==> config.mk <==
export PLATFORM = sky130hd
export DESIGN_NAME = single_button_gesture_decoder
export DESIGN_NICKNAME = d
export VERILOG_FILES = /design/src/rtl/core/sbgd_pkg.sv /design/src/rtl/core/sbgd_cfg.sv /design/src/rtl/core/sbgd_step.sv /design/src/rtl/core/single_button_gesture_decoder.sv
export SDC_FILE = /design/constraint.sdc
export NUM_CORES = 1
export LEC_CHECK = 0
export BUFFER_PORTS_ARGS = -buffer_cell sky130_fd_sc_hd__buf_2
export CORE_UTILIZATION = 40
export DETAILED_ROUTE_END_ITERATION = 16
export HOLD_SLACK_MARGIN = 0.06
export PLACE_DENSITY = 0.58
export SETUP_SLACK_MARGIN = 0.3
export SYNTH_ARGS = -nofsm -noshare
export SYNTH_HDL_FRONTEND = slang
export SYNTH_SLANG_ARGS = --single-unit
==> constraint.sdc <==
create_clock -name clock -period 4.2 [get_ports clock]
set_clock_uncertainty 0.2 [all_clocks]
set_input_delay 0.42 -clock clock [delete_from_list [all_inputs] [get_ports clock]]
set_output_delay 0.42 -clock clock [all_outputs]
set_load 0.02 [all_outputs]
==> src/rtl/core/sbgd_pkg.sv <==
// Shared types and constants for the single-button gesture decoder.
package sbgd_pkg;

   localparam int unsigned TimeW = 16;

   localparam logic [TimeW-1:0] TIME_SAT = {TimeW{1'b1}};

   // Register reset values
   localparam logic [TimeW-1:0] DEBOUNCE_RST     = 16'd75;
   localparam logic [TimeW-1:0] SELECT_HOLD_RST  = 16'd550;
   localparam logic [TimeW-1:0] BACK_HOLD_RST    = 16'd1200;
   localparam logic [TimeW-1:0] DOUBLE_CLICK_RST = 16'd300;

   localparam logic [1:0] TALLY_MAX = 2'd3;
   localparam logic [1:0] TALLY_DOUBLE = 2'd2;

   typedef enum logic [1:0] {
      CSR_DEBOUNCE     = 2'd0,
      CSR_SELECT_HOLD  = 2'd1,
      CSR_BACK_HOLD    = 2'd2,
      CSR_DOUBLE_CLICK = 2'd3
   } csr_index_type;

   typedef enum logic [1:0] {
      IND_NONE   = 2'd0,
      IND_SELECT = 2'd1,
      IND_ESCAPE = 2'd2
   } indicator_type;

   typedef struct packed {
      logic [TimeW-1:0] debounce_ms;
      logic [TimeW-1:0] select_hold_ms;
      logic [TimeW-1:0] back_hold_ms;
      logic [TimeW-1:0] double_click_ms;
   } cfg_type;

   typedef struct packed {
      logic             was_down;
      logic [TimeW-1:0] since_press;
      logic [TimeW-1:0] since_release;
      logic [1:0]       click_tally;
      logic             next_pending;
      logic             long_flag;
      indicator_type    indicator_level;
   } state_type;

   localparam state_type STATE_RST = '{
      was_down:        1'b0,
      since_press:     TIME_SAT,
      since_release:   TIME_SAT,
      click_tally:     2'd0,
      next_pending:    1'b0,
      long_flag:       1'b0,
      indicator_level: IND_NONE
   };

   typedef struct packed {
      logic          next_press;
      logic          prev_press;
      logic          select_press;
      logic          escape_press;
      logic          any_key;
      logic          long_held;
      indicator_type hold_indicator;
   } result_type;

endpackage

==> src/rtl/core/sbgd_cfg.sv <==
// Timing register file for the gesture decoder.
module sbgd_cfg (
   input  logic                 clock,
   input  logic                 reset,
   input  logic                 csr_wr_en,
   input  logic [1:0]           csr_index,
   input  logic [15:0]          csr_wdata,
   output sbgd_pkg::cfg_type    cfg_o
);
   import sbgd_pkg::*;

   cfg_type cfg_ff;
   cfg_type cfg_in;

   always_comb begin
      cfg_in = cfg_ff;
      if (csr_wr_en) begin
         case (csr_index_type'(csr_index))
            CSR_DEBOUNCE:     cfg_in.debounce_ms     = csr_wdata;
            CSR_SELECT_HOLD:  cfg_in.select_hold_ms  = csr_wdata;
            CSR_BACK_HOLD:    cfg_in.back_hold_ms    = csr_wdata;
            CSR_DOUBLE_CLICK: cfg_in.double_click_ms = csr_wdata;
            default:          cfg_in = cfg_ff;
         endcase
      end
   end

   always_ff @(posedge clock) begin
      if (reset) begin
         cfg_ff <= '{DEBOUNCE_RST, SELECT_HOLD_RST, BACK_HOLD_RST, DOUBLE_CLICK_RST};
      end else begin
         cfg_ff <= cfg_in;
      end
   end

   assign cfg_o = cfg_ff;

endmodule

==> src/rtl/core/sbgd_step.sv <==
// One-tick next-state and result logic of the gesture decoder.
module sbgd_step (
   input  logic                  button_down,
   input  sbgd_pkg::cfg_type     cfg_i,
   input  sbgd_pkg::state_type   state_i,
   output sbgd_pkg::state_type   state_o,
   output sbgd_pkg::result_type  result_o
);
   import sbgd_pkg::*;

   state_type  st;
   result_type res;
   logic       debounced;

   always_comb begin
      st  = state_i;
      res = '0;
      // elapsed counters, saturating
      st.since_press   = (state_i.since_press == TIME_SAT) ? TIME_SAT
                                                           : state_i.since_press + 16'd1;
      st.since_release = (state_i.since_release == TIME_SAT) ? TIME_SAT
                                                             : state_i.since_release + 16'd1;
      debounced = (st.since_press < cfg_i.debounce_ms) && !state_i.long_flag;

      if (!debounced) begin
         if (st.next_pending && (st.since_release > cfg_i.double_click_ms)) begin
            res.next_press  = 1'b1;
            st.next_pending = 1'b0;
         end

         if (button_down) begin
            if (!st.was_down) begin
               st.was_down    = 1'b1;
               st.since_press = '0;
               st.long_flag   = 1'b0;
            end
            res.any_key = 1'b1;
            if (st.since_press >= cfg_i.select_hold_ms) begin
               st.long_flag = 1'b1;
               if (st.indicator_level < IND_SELECT) begin
                  st.indicator_level = IND_SELECT;
               end
            end
            if (st.since_press >= cfg_i.back_hold_ms) begin
               st.indicator_level = IND_ESCAPE;
            end
         end else if (st.was_down) begin
            st.was_down        = 1'b0;
            st.indicator_level = IND_NONE;
            if (st.since_release > cfg_i.double_click_ms) begin
               st.click_tally = '0;
            end
            if (st.since_press >= cfg_i.back_hold_ms) begin
               res.escape_press = 1'b1;
               st.next_pending  = 1'b0;
            end else if (st.since_press >= cfg_i.select_hold_ms) begin
               res.select_press = 1'b1;
               st.next_pending  = 1'b0;
            end else begin
               // short click
               if (st.click_tally != TALLY_MAX) begin
                  st.click_tally = st.click_tally + 2'd1;
               end
               st.since_release = '0;
               if (st.click_tally >= TALLY_DOUBLE) begin
                  res.prev_press  = 1'b1;
                  st.click_tally  = '0;
                  st.next_pending = 1'b0;
               end else begin
                  st.next_pending = 1'b1;
               end
            end
            res.any_key  = 1'b1;
            st.long_flag = 1'b0;
         end
      end

      res.long_held      = st.long_flag;
      res.hold_indicator = st.indicator_level;
   end

   assign state_o  = st;
   assign result_o = res;

endmodule

==> src/rtl/core/single_button_gesture_decoder.sv <==
// Top level of the single-button gesture decoder: beat registers and state.
// A request beat is held in the input register; its result is captured in the response register.
// Throughput: one tick per cycle while the response channel is not stalled; the input register,
//   the state update and the response register form a two-deep pipeline with full back-pressure.
// The combinational path is the 16-bit saturating increments and compares in sbgd_step.
// Reset (synchronous, active high) loads the timing registers with their defaults,
//   sets both elapsed counters to saturated and clears all other state and both beats.
module single_button_gesture_decoder (
   input  logic        clock,
   input  logic        reset,
   // request channel: one millisecond tick
   input  logic        req_valid,
   output logic        req_ready,
   input  logic        req_button_down,
   // response channel: gesture result for that tick
   output logic        rsp_valid,
   input  logic        rsp_ready,
   output logic        rsp_next_press,
   output logic        rsp_prev_press,
   output logic        rsp_select_press,
   output logic        rsp_escape_press,
   output logic        rsp_any_key,
   output logic        rsp_long_held,
   output logic [1:0]  rsp_hold_indicator,
   // timing registers, write only
   input  logic        csr_wr_en,
   input  logic [1:0]  csr_index,
   input  logic [15:0] csr_wdata
);
   import sbgd_pkg::*;

   cfg_type    cfg;

   // input stage
   logic       in_valid_ff;
   logic       in_down_ff;
   logic       advance;

   // decoder state
   state_type  state_ff;
   state_type  state_in;

   // response stage
   result_type result_in;
   result_type rsp_data_ff;
   logic       rsp_valid_ff;

   sbgd_cfg u_cfg (
      .clock     (clock),
      .reset     (reset),
      .csr_wr_en (csr_wr_en),
      .csr_index (csr_index),
      .csr_wdata (csr_wdata),
      .cfg_o     (cfg)
   );

   sbgd_step u_step (
      .button_down (in_down_ff),
      .cfg_i       (cfg),
      .state_i     (state_ff),
      .state_o     (state_in),
      .result_o    (result_in)
   );

   // The held tick moves on whenever the response register is free or being drained;
   // the input register takes a new beat in that same cycle.
   assign advance   = in_valid_ff && (!rsp_valid_ff || rsp_ready);
   assign req_ready = !in_valid_ff || advance;

   always_ff @(posedge clock) begin
      if (reset) begin
         in_valid_ff <= 1'b0;
      end else if (req_ready) begin
         in_valid_ff <= req_valid;
      end
   end

   // payload, no reset needed
   always_ff @(posedge clock) begin
      if (req_valid && req_ready) begin
         in_down_ff <= req_button_down;
      end
   end

   // state commits only when the tick's result is captured
   always_ff @(posedge clock) begin
      if (reset) begin
         state_ff <= STATE_RST;
      end else if (advance) begin
         state_ff <= state_in;
      end
   end

   always_ff @(posedge clock) begin
      if (reset) begin
         rsp_valid_ff <= 1'b0;
      end else if (advance) begin
         rsp_valid_ff <= 1'b1;
      end else if (rsp_ready) begin
         rsp_valid_ff <= 1'b0;
      end
   end

   always_ff @(posedge clock) begin
      if (advance) begin
         rsp_data_ff <= result_in;
      end
   end

   assign rsp_valid          = rsp_valid_ff;
   assign rsp_next_press     = rsp_data_ff.next_press;
   assign rsp_prev_press     = rsp_data_ff.prev_press;
   assign rsp_select_press   = rsp_data_ff.select_press;
   assign rsp_escape_press   = rsp_data_ff.escape_press;
   assign rsp_any_key        = rsp_data_ff.any_key;
   assign rsp_long_held      = rsp_data_ff.long_held;
   assign rsp_hold_indicator = rsp_data_ff.hold_indicator;

   // Release outcomes are mutually exclusive.
   a_release_onehot: assert property (@(posedge clock) disable iff (reset)
      rsp_valid_ff |-> $onehot0({rsp_data_ff.prev_press, rsp_data_ff.select_press,
                                 rsp_data_ff.escape_press}))
      else $error("more than one release outcome in one beat");

   // Every release outcome is a release tick, so any_key must be set.
   a_release_any: assert property (@(posedge clock) disable iff (reset)
      rsp_valid_ff && (rsp_data_ff.prev_press || rsp_data_ff.select_press ||
                       rsp_data_ff.escape_press) |-> rsp_data_ff.any_key)
      else $error("release outcome without any_key");

   // Indicator never takes the unused code.
   a_indicator_range: assert property (@(posedge clock) disable iff (reset)
      state_ff.indicator_level != 2'd3)
      else $error("indicator level out of range");

   // A held tick that cannot move stays in the input register.
   a_input_hold: assert property (@(posedge clock) disable iff (reset)
      in_valid_ff && !advance |=> in_valid_ff && $stable(in_down_ff))
      else $error("held tick lost while stalled");

   // State only changes when a tick is processed.
   a_state_commit: assert property (@(posedge clock) disable iff (reset)
      !advance |=> $stable(state_ff))
      else $error("decoder state changed without a tick");

endmodule

======== Word level (Yosys, flattened, before mapping) ========
Cells that the tools add are included.
cells by class
  equal/unequal tests ..................... 6
  reduce and logical (&&, ||, !) cells .... 20
  mux-type cells .......................... 40
  div/mod/pow operators ................... 0
  $lt $le $gt $ge ......................... 8
  shift operators ......................... 0
  bitwise operators ....................... 3
  add/subtract/negate cells ............... 3
  $mul .................................... 0
operator list
  cell                     number
  $ge A16 B16 Y1           4
  $mux W16                 4
  $mux W38                 1
  $mux W18                 2
  $mux W17                 2
  $add A16 B1 Y16 const B  2
  $eq A16 B16 Y1 const B   2
  $mux W2                  13
  $mux W22                 1
  $mux W19                 1
  $gt A16 B16 Y1           1
  $lt A16 B16 Y1           1
  $mux W1                  14
  $reduce_and A2 Y1        5
  $mux W3                  2
  $reduce_or A5 Y1         1
  $eq A2 B2 Y1 const B     2
  $logic_and A1 B1 Y1      4
  $reduce_and A4 Y1        1
  $reduce_or A4 Y1         1
  $logic_not A1 Y1         3
  $not A1 Y1               3
  $reduce_or A3 Y1         1
  $add A2 B1 Y2 const B    1
  7 further kinds          8
word-level totals
  input port bits ......................... 24
  bits in read-only memories .............. 0
  logic and storage cells ................. 101
  bits in writable memories ............... 0
  output and inout port bits .............. 10
  latch bits .............................. 0
  memories kept ........................... 0
  register bits ........................... 114

======== Logic depth before layout (Yosys ltp) ========
  word-level depth ........................ 21
  mapped depth ............................ 16
  depth with buffers taken out ............ 15

======== Cells and area by module ========
Synthesis repeated with hierarchy kept, for this count alone.
unflattened totals
  cell total of the unflattened synthesis .. 935
  area, all modules ....................... 8,002.7 sq um
modules (own cells, without submodules)
  module                         cells an instance  times used  sequential area each (sq um)  area an instance (sq um)
  sbgd_step                      503                1           0.0                           3,437.0
  sbgd_cfg                       243                1           1,281.2                       2,582.5
  single_button_gesture_decoder  189                1           1,091.0                       1,983.2

======== Worst setup path after synthesis ========
Ideal clock, no wire load.
  path kind ............................... register to register
  start point ............................. register state_ff[30] (netlist name)
  end point ............................... register state_ff[0] (netlist name)
  slack ................................... 419 ps
  data arrival time ....................... 3,459 ps
  clock period less this slack ............ 3,781 ps
  buffers on the path ..................... 3
  stages on the path, launching flop included .. 16
  cell sequence ........................... dfxtp_1 nand4_2 nor2_1 nand4_1 or3_1 clkbuf_1 o21ai_0 ha_1 a21oi_1 o21ai_1 a2111oi_2 o211ai_2 buf_6 and2_1 buf_2 a311o_1
on the way
  cells in the longest elaborated chain, start to end .. 10
RTL lines
  element                                                   line                                 text
  start: declaration                                        single_button_gesture_decoder.sv:40  state_type state_ff;
  start signal: assignment                                  single_button_gesture_decoder.sv:90  state_ff <= state_in;
  $add A16 B1 Y16 / $eq A16 B16 Y1 (equally long branches)  sbgd_step.sv:20, sbgd_step.sv:19
  $mux W16 *                                                sbgd_step.sv:19                      st.since_press = (state_i.since_press == TIME_SAT) ? TIME_SAT
  $mux W16                                                  sbgd_step.sv:32                      if (!st.was_down) begin
  $mux W17                                                  sbgd_step.sv:31                      if (button_down) begin
  $mux W17                                                  sbgd_step.sv:25                      if (!debounced) begin
  $ge A16 B16 Y1                                            sbgd_step.sv:38                      if (st.since_press >= cfg_i.select_hold_ms) begin
  $mux W3                                                   sbgd_step.sv:38
  $mux W2                                                   sbgd_step.sv:44                      if (st.since_press >= cfg_i.back_hold_ms) begin
  $mux W3                                                   sbgd_step.sv:31
  $mux W38 *                                                sbgd_step.sv:25
Mark *: on every way between the ends. The rest lies on a longest branch, timed or not. The select of a mux whose other input is x is not followed.
A chain may end at the register's enable or synchronous reset.

==> results.yml <==
run_status:
  status: "finished with violations"
  violations: "DRC"
sta:
  fin_tns_setup_ns: 0
  period_needed_ns: 3.76
  hold_ws_ns: 0.0719
  setup_ws_ns: 0.440
  fmax_mhz: 266
  setup_viol_count_final: 0
  maxSlewHeadroom_pct: 37.4
  finalCritPeriodShare_pct: 89.5
  rsz0062_at_grt: "no"
  final-hold-violation-count: 0
  drv_slew: 0
  tightest_slew_ns: 0.937
pwr:
  p_comb_share_pct: 27.4
  p_sw_share_pct: 32.3
  p_leak_nw: 3.50
  p_seq_share_pct: 33.1
  p_int_mw: 2.46
  switchingPower_mw: 1.18
  clkPwrFrac_pct: 39.6
  powerDensity_nw_per_um2: 431
  p_total_mw: 3.64
  peakVddDrop_v: 0.000303
clocking:
  cts_tree: "built"
  cts_buffers: 17
  clock_latency_ns: 0.43
  clkTransAtPathRegs_ns: 0.06
  cts_sinks: 114
  clock-root-buffer: "clkbuf_16"
  h-tree-depth: 4
  clockBufferDepth: 2
floorplan:
  fp.coreArea_um2: 17200
  start_util_pct: 40.9
  die_y_um: 135
  num_rows: 48
  io_pins: 34
  die_area_um2: 18200
  fp.dieW_um: 135
route:
  first_iter_violations: 430
  avgRoutedWirePerCell_um: 17.3
  drt-total-wl_mm: 19.9
  vias: 6251
  first_pass_iters: 11
  drc: 2
  via_per_inst: 5.45
  ant_nets: 0
critical_path:
  worstReg2RegEnd: "rsp_hold_indicator[0]"
  r2r_slack_ns: 0.44
  cp-start-kind: "register"
  crit_fanout: 6
  regToRegStartpoint: "state_ff[33]"
  endpoint_kind: "register"
  arrival_ns: 3.74
  crit_type: "register to register"
  worstPathRequired_ns: 4.18
  worst-r2r-cell-count: 14
synthesis:
  avgSynthCellArea_um2: 8.37
  seq_area_frac_synth_pct: 33.7
  mappedNetlistNets: 961
  yosys.cell_types.count: 66
  ys_warn_count: 0
  syn_inst: 842
  synthArstFlopShare_pct: 0
  synth-seq-cells: 114
  ys.flop_type: "dfxtp_1"
  syn_area_um2: 7050
  synth_edf_count: 9
cells_and_area:
  fin_nets: 1026
  final_cells: 1146
  drive_gt1_share_pct: 16.6
  area_growth_pct: 19.9
  fillers: 1656
hold_path:
  hp-class: "input port to register"
  min-delay-start: "csr_wdata[8]"
  min_path_cells: 3
  worst_hold_path.endpoint: "u_cfg.cfg_o[24]"
place:
  port_buffers: 33
  dp.cells: 1105
  pre_cts_ws_ns: 0.255
  gp_congestion: 0.875
  dp_hpwl_mm: 14.4
grt:
  grt_antenna_before_repair: 0
  track_usage_pct: 23.0
  grt_pass1_wl_mm: 32.0
  grt-ovfl-total: 0
  grt_pass1_vias: 6051
  grt_max_degree: 56
run:
  cap_violations: 0
==> Yosys cell counts (all sizes together), types with 3 or more instances <==
cell       n  area share (%)
a41oi      3            0.37
a221o     32             4.5
a2111oi    3            0.46
xnor2      7            0.87
nor2b     10            0.89
nand4     18             1.7
clkbuf    31             1.7
nor4       3            0.48
o211ai    22             2.6
nand3     21             1.5
o21bai     6            0.64
a21o       8            0.85
nor3       8            0.57
a31oi      6            0.75
a211oi     9            0.96
nand2b     4            0.35
inv       69             3.7
o21a       7            0.75
ha        95              17
nand2    160             8.6
o21ai     26             1.8
dfxtp    105              30
nor2      23             1.3
buf        6            0.60
a21oi     74             5.3
and4       3            0.37
and2      17             1.5
and3       9            0.80
or3        3            0.27
xor2      10             1.2
edfxtp     9             3.8
==> metrics by stage <==
| step | area (um^2) | utilization (%) |
|---|---|---|
| floorplan | 7050 | - |
| global placement | 7680 | 44.6 |
| detailed placement | 7680 | 44.6 |
| CTS | 8310 | 48.2 |
| global route | 8450 | 49.0 |
| finish | 8450 | 49.0 |
==> area by class of cell <==
class | instances | area, um^2 | share of cell area (%)
tap | 225 | 282 | 3.33
multi-input combinational | 622 | 4380 | 51.8
timing repair buffer | 82 | 563 | 6.66
inverter | 70 | 263 | 3.11
sequential | 114 | 2380 | 28.1
antenna | 1 | 2.50 | 0.0296
clock inverter | 15 | 159 | 1.88
clock buffer | 17 | 425 | 5.03
==> kinds of logic (layout without fill, tap and decap cells) <==
family          count (synthesis)  after routing  synth area share, %
mux                             1              1                0.160
other cells                     0              1                    0
buf+inv                       107            184                 5.98
compound gates                219            219                 21.9
xor+xnor                       17             17                 2.11
flops                         114            114                 33.7
fa+ha+maj                      95             95                 16.9
simple gates                  289            290                 19.3
==> sequential cells by signal, summed over array words and instances, names as in the netlist <==
name                flops
rsp_valid               1
state_ff               39
in_valid_ff             1
rsp_any_key             1
rsp_select_press        1
u_cfg.cfg_o            64
rsp_long_held           1
rsp_escape_press        1
in_down_ff              1
rsp_prev_press          1
rsp_next_press          1
rsp_hold_indicator      2
==> timing repair <==
item | CTS | global route
gates cloned | 0 | 1
hold buffers | 2 | 0
setup buffers | 0 | 5
endpoints found under the hold margin | 2 | 0
pin swaps | 0 | 6
setup endpoints to repair | 33 | 42
gates resized for setup | 5 | 25
==> power groups by stage <==
stage / sequential [mW] / clock [mW] / combinational [mW]
2_1_floorplan: 1.22 / 0 / 0.616
3_3_place_gp: 1.22 / 0 / 0.922
3_5_place_dp: 1.22 / 0 / 0.923
4_1_cts: 1.20 / 1.46 / 0.940
5_1_grt: 1.21 / 1.52 / 1.12
6_report: 1.20 / 1.44 / 0.996
==> critical path, cell delays in order (launching register included) <==
cell	delay, ns
dfxtp_2	0.36
nand4_2	0.13
nor2_1	0.15
nand4_1	0.18
or3_4	0.48
nand2_2	0.13
and2_1	0.16
ha_1	0.24
a211oi_1	0.24
o21bai_1	0.11
a2111oi_1	0.45
o21bai_1	0.12
a22oi_2	0.20
nor3_2	0.09
a22o_1	0.26
==> cells in the final DEF (no fill, tap or decap), types with 3 or more instances in the layout <==
cell type / count
and4_1: 3
clkinv_4: 4
nand2_2: 6
xnor2_1: 7
o21bai_1: 6
o21a_1: 7
a21oi_1: 73
nor2b_1: 10
a31oi_1: 5
inv_6: 3
a211oi_1: 8
clkinvlp_4: 3
nor3_1: 7
nand3_1: 20
edfxtp_1: 9
and3_1: 9
buf_2: 33
or3_4: 3
nand2b_1: 4
nor2_1: 21
buf_4: 45
nand4_1: 17
and2_1: 17
a21o_1: 8
clkbuf_16: 17
a221o_1: 32
o21ai_1: 3
dfxtp_2: 3
dfxtp_1: 102
nand2_1: 154
ha_1: 95
inv_1: 69
xor2_1: 10
o211ai_1: 19
o21ai_0: 22
clkinv_2: 3
a41oi_1: 3
==> layer usage <==
| metal | track usage, % | share of wire, % | vias to the layer above |
|---|---|---|---|
| met5 | 0 | 0 | - |
| met4 | 8.36 | 1.9 | 0 |
| met3 | 4.77 | 4.1 | 26 |
| met2 | 37.7 | 48 | 128 |
| met1 | 29.9 | 46 | 2937 |
| li1 | - | - | 3160 |
==> how the worst max path moves through the flow <==
| stage | start | endpoint | slack, ns | cells past startpoint |
|---|---|---|---|---|
| global route | state_ff[9] | state_ff[3] | 0.29 | 15 |
| floorplan | state_ff[30] | state_ff[0] | 0.42 | 15 |
| detailed placement | state_ff[33] | state_ff[27] | 0.25 | 14 |
| CTS | state_ff[28] | state_ff[27] | 0.34 | 15 |
| global placement | state_ff[33] | state_ff[27] | 0.26 | 14 |
| finish | state_ff[33] | rsp_hold_indicator[0] | 0.44 | 14 |
Note: power is estimated with default switching activity, not from simulation.
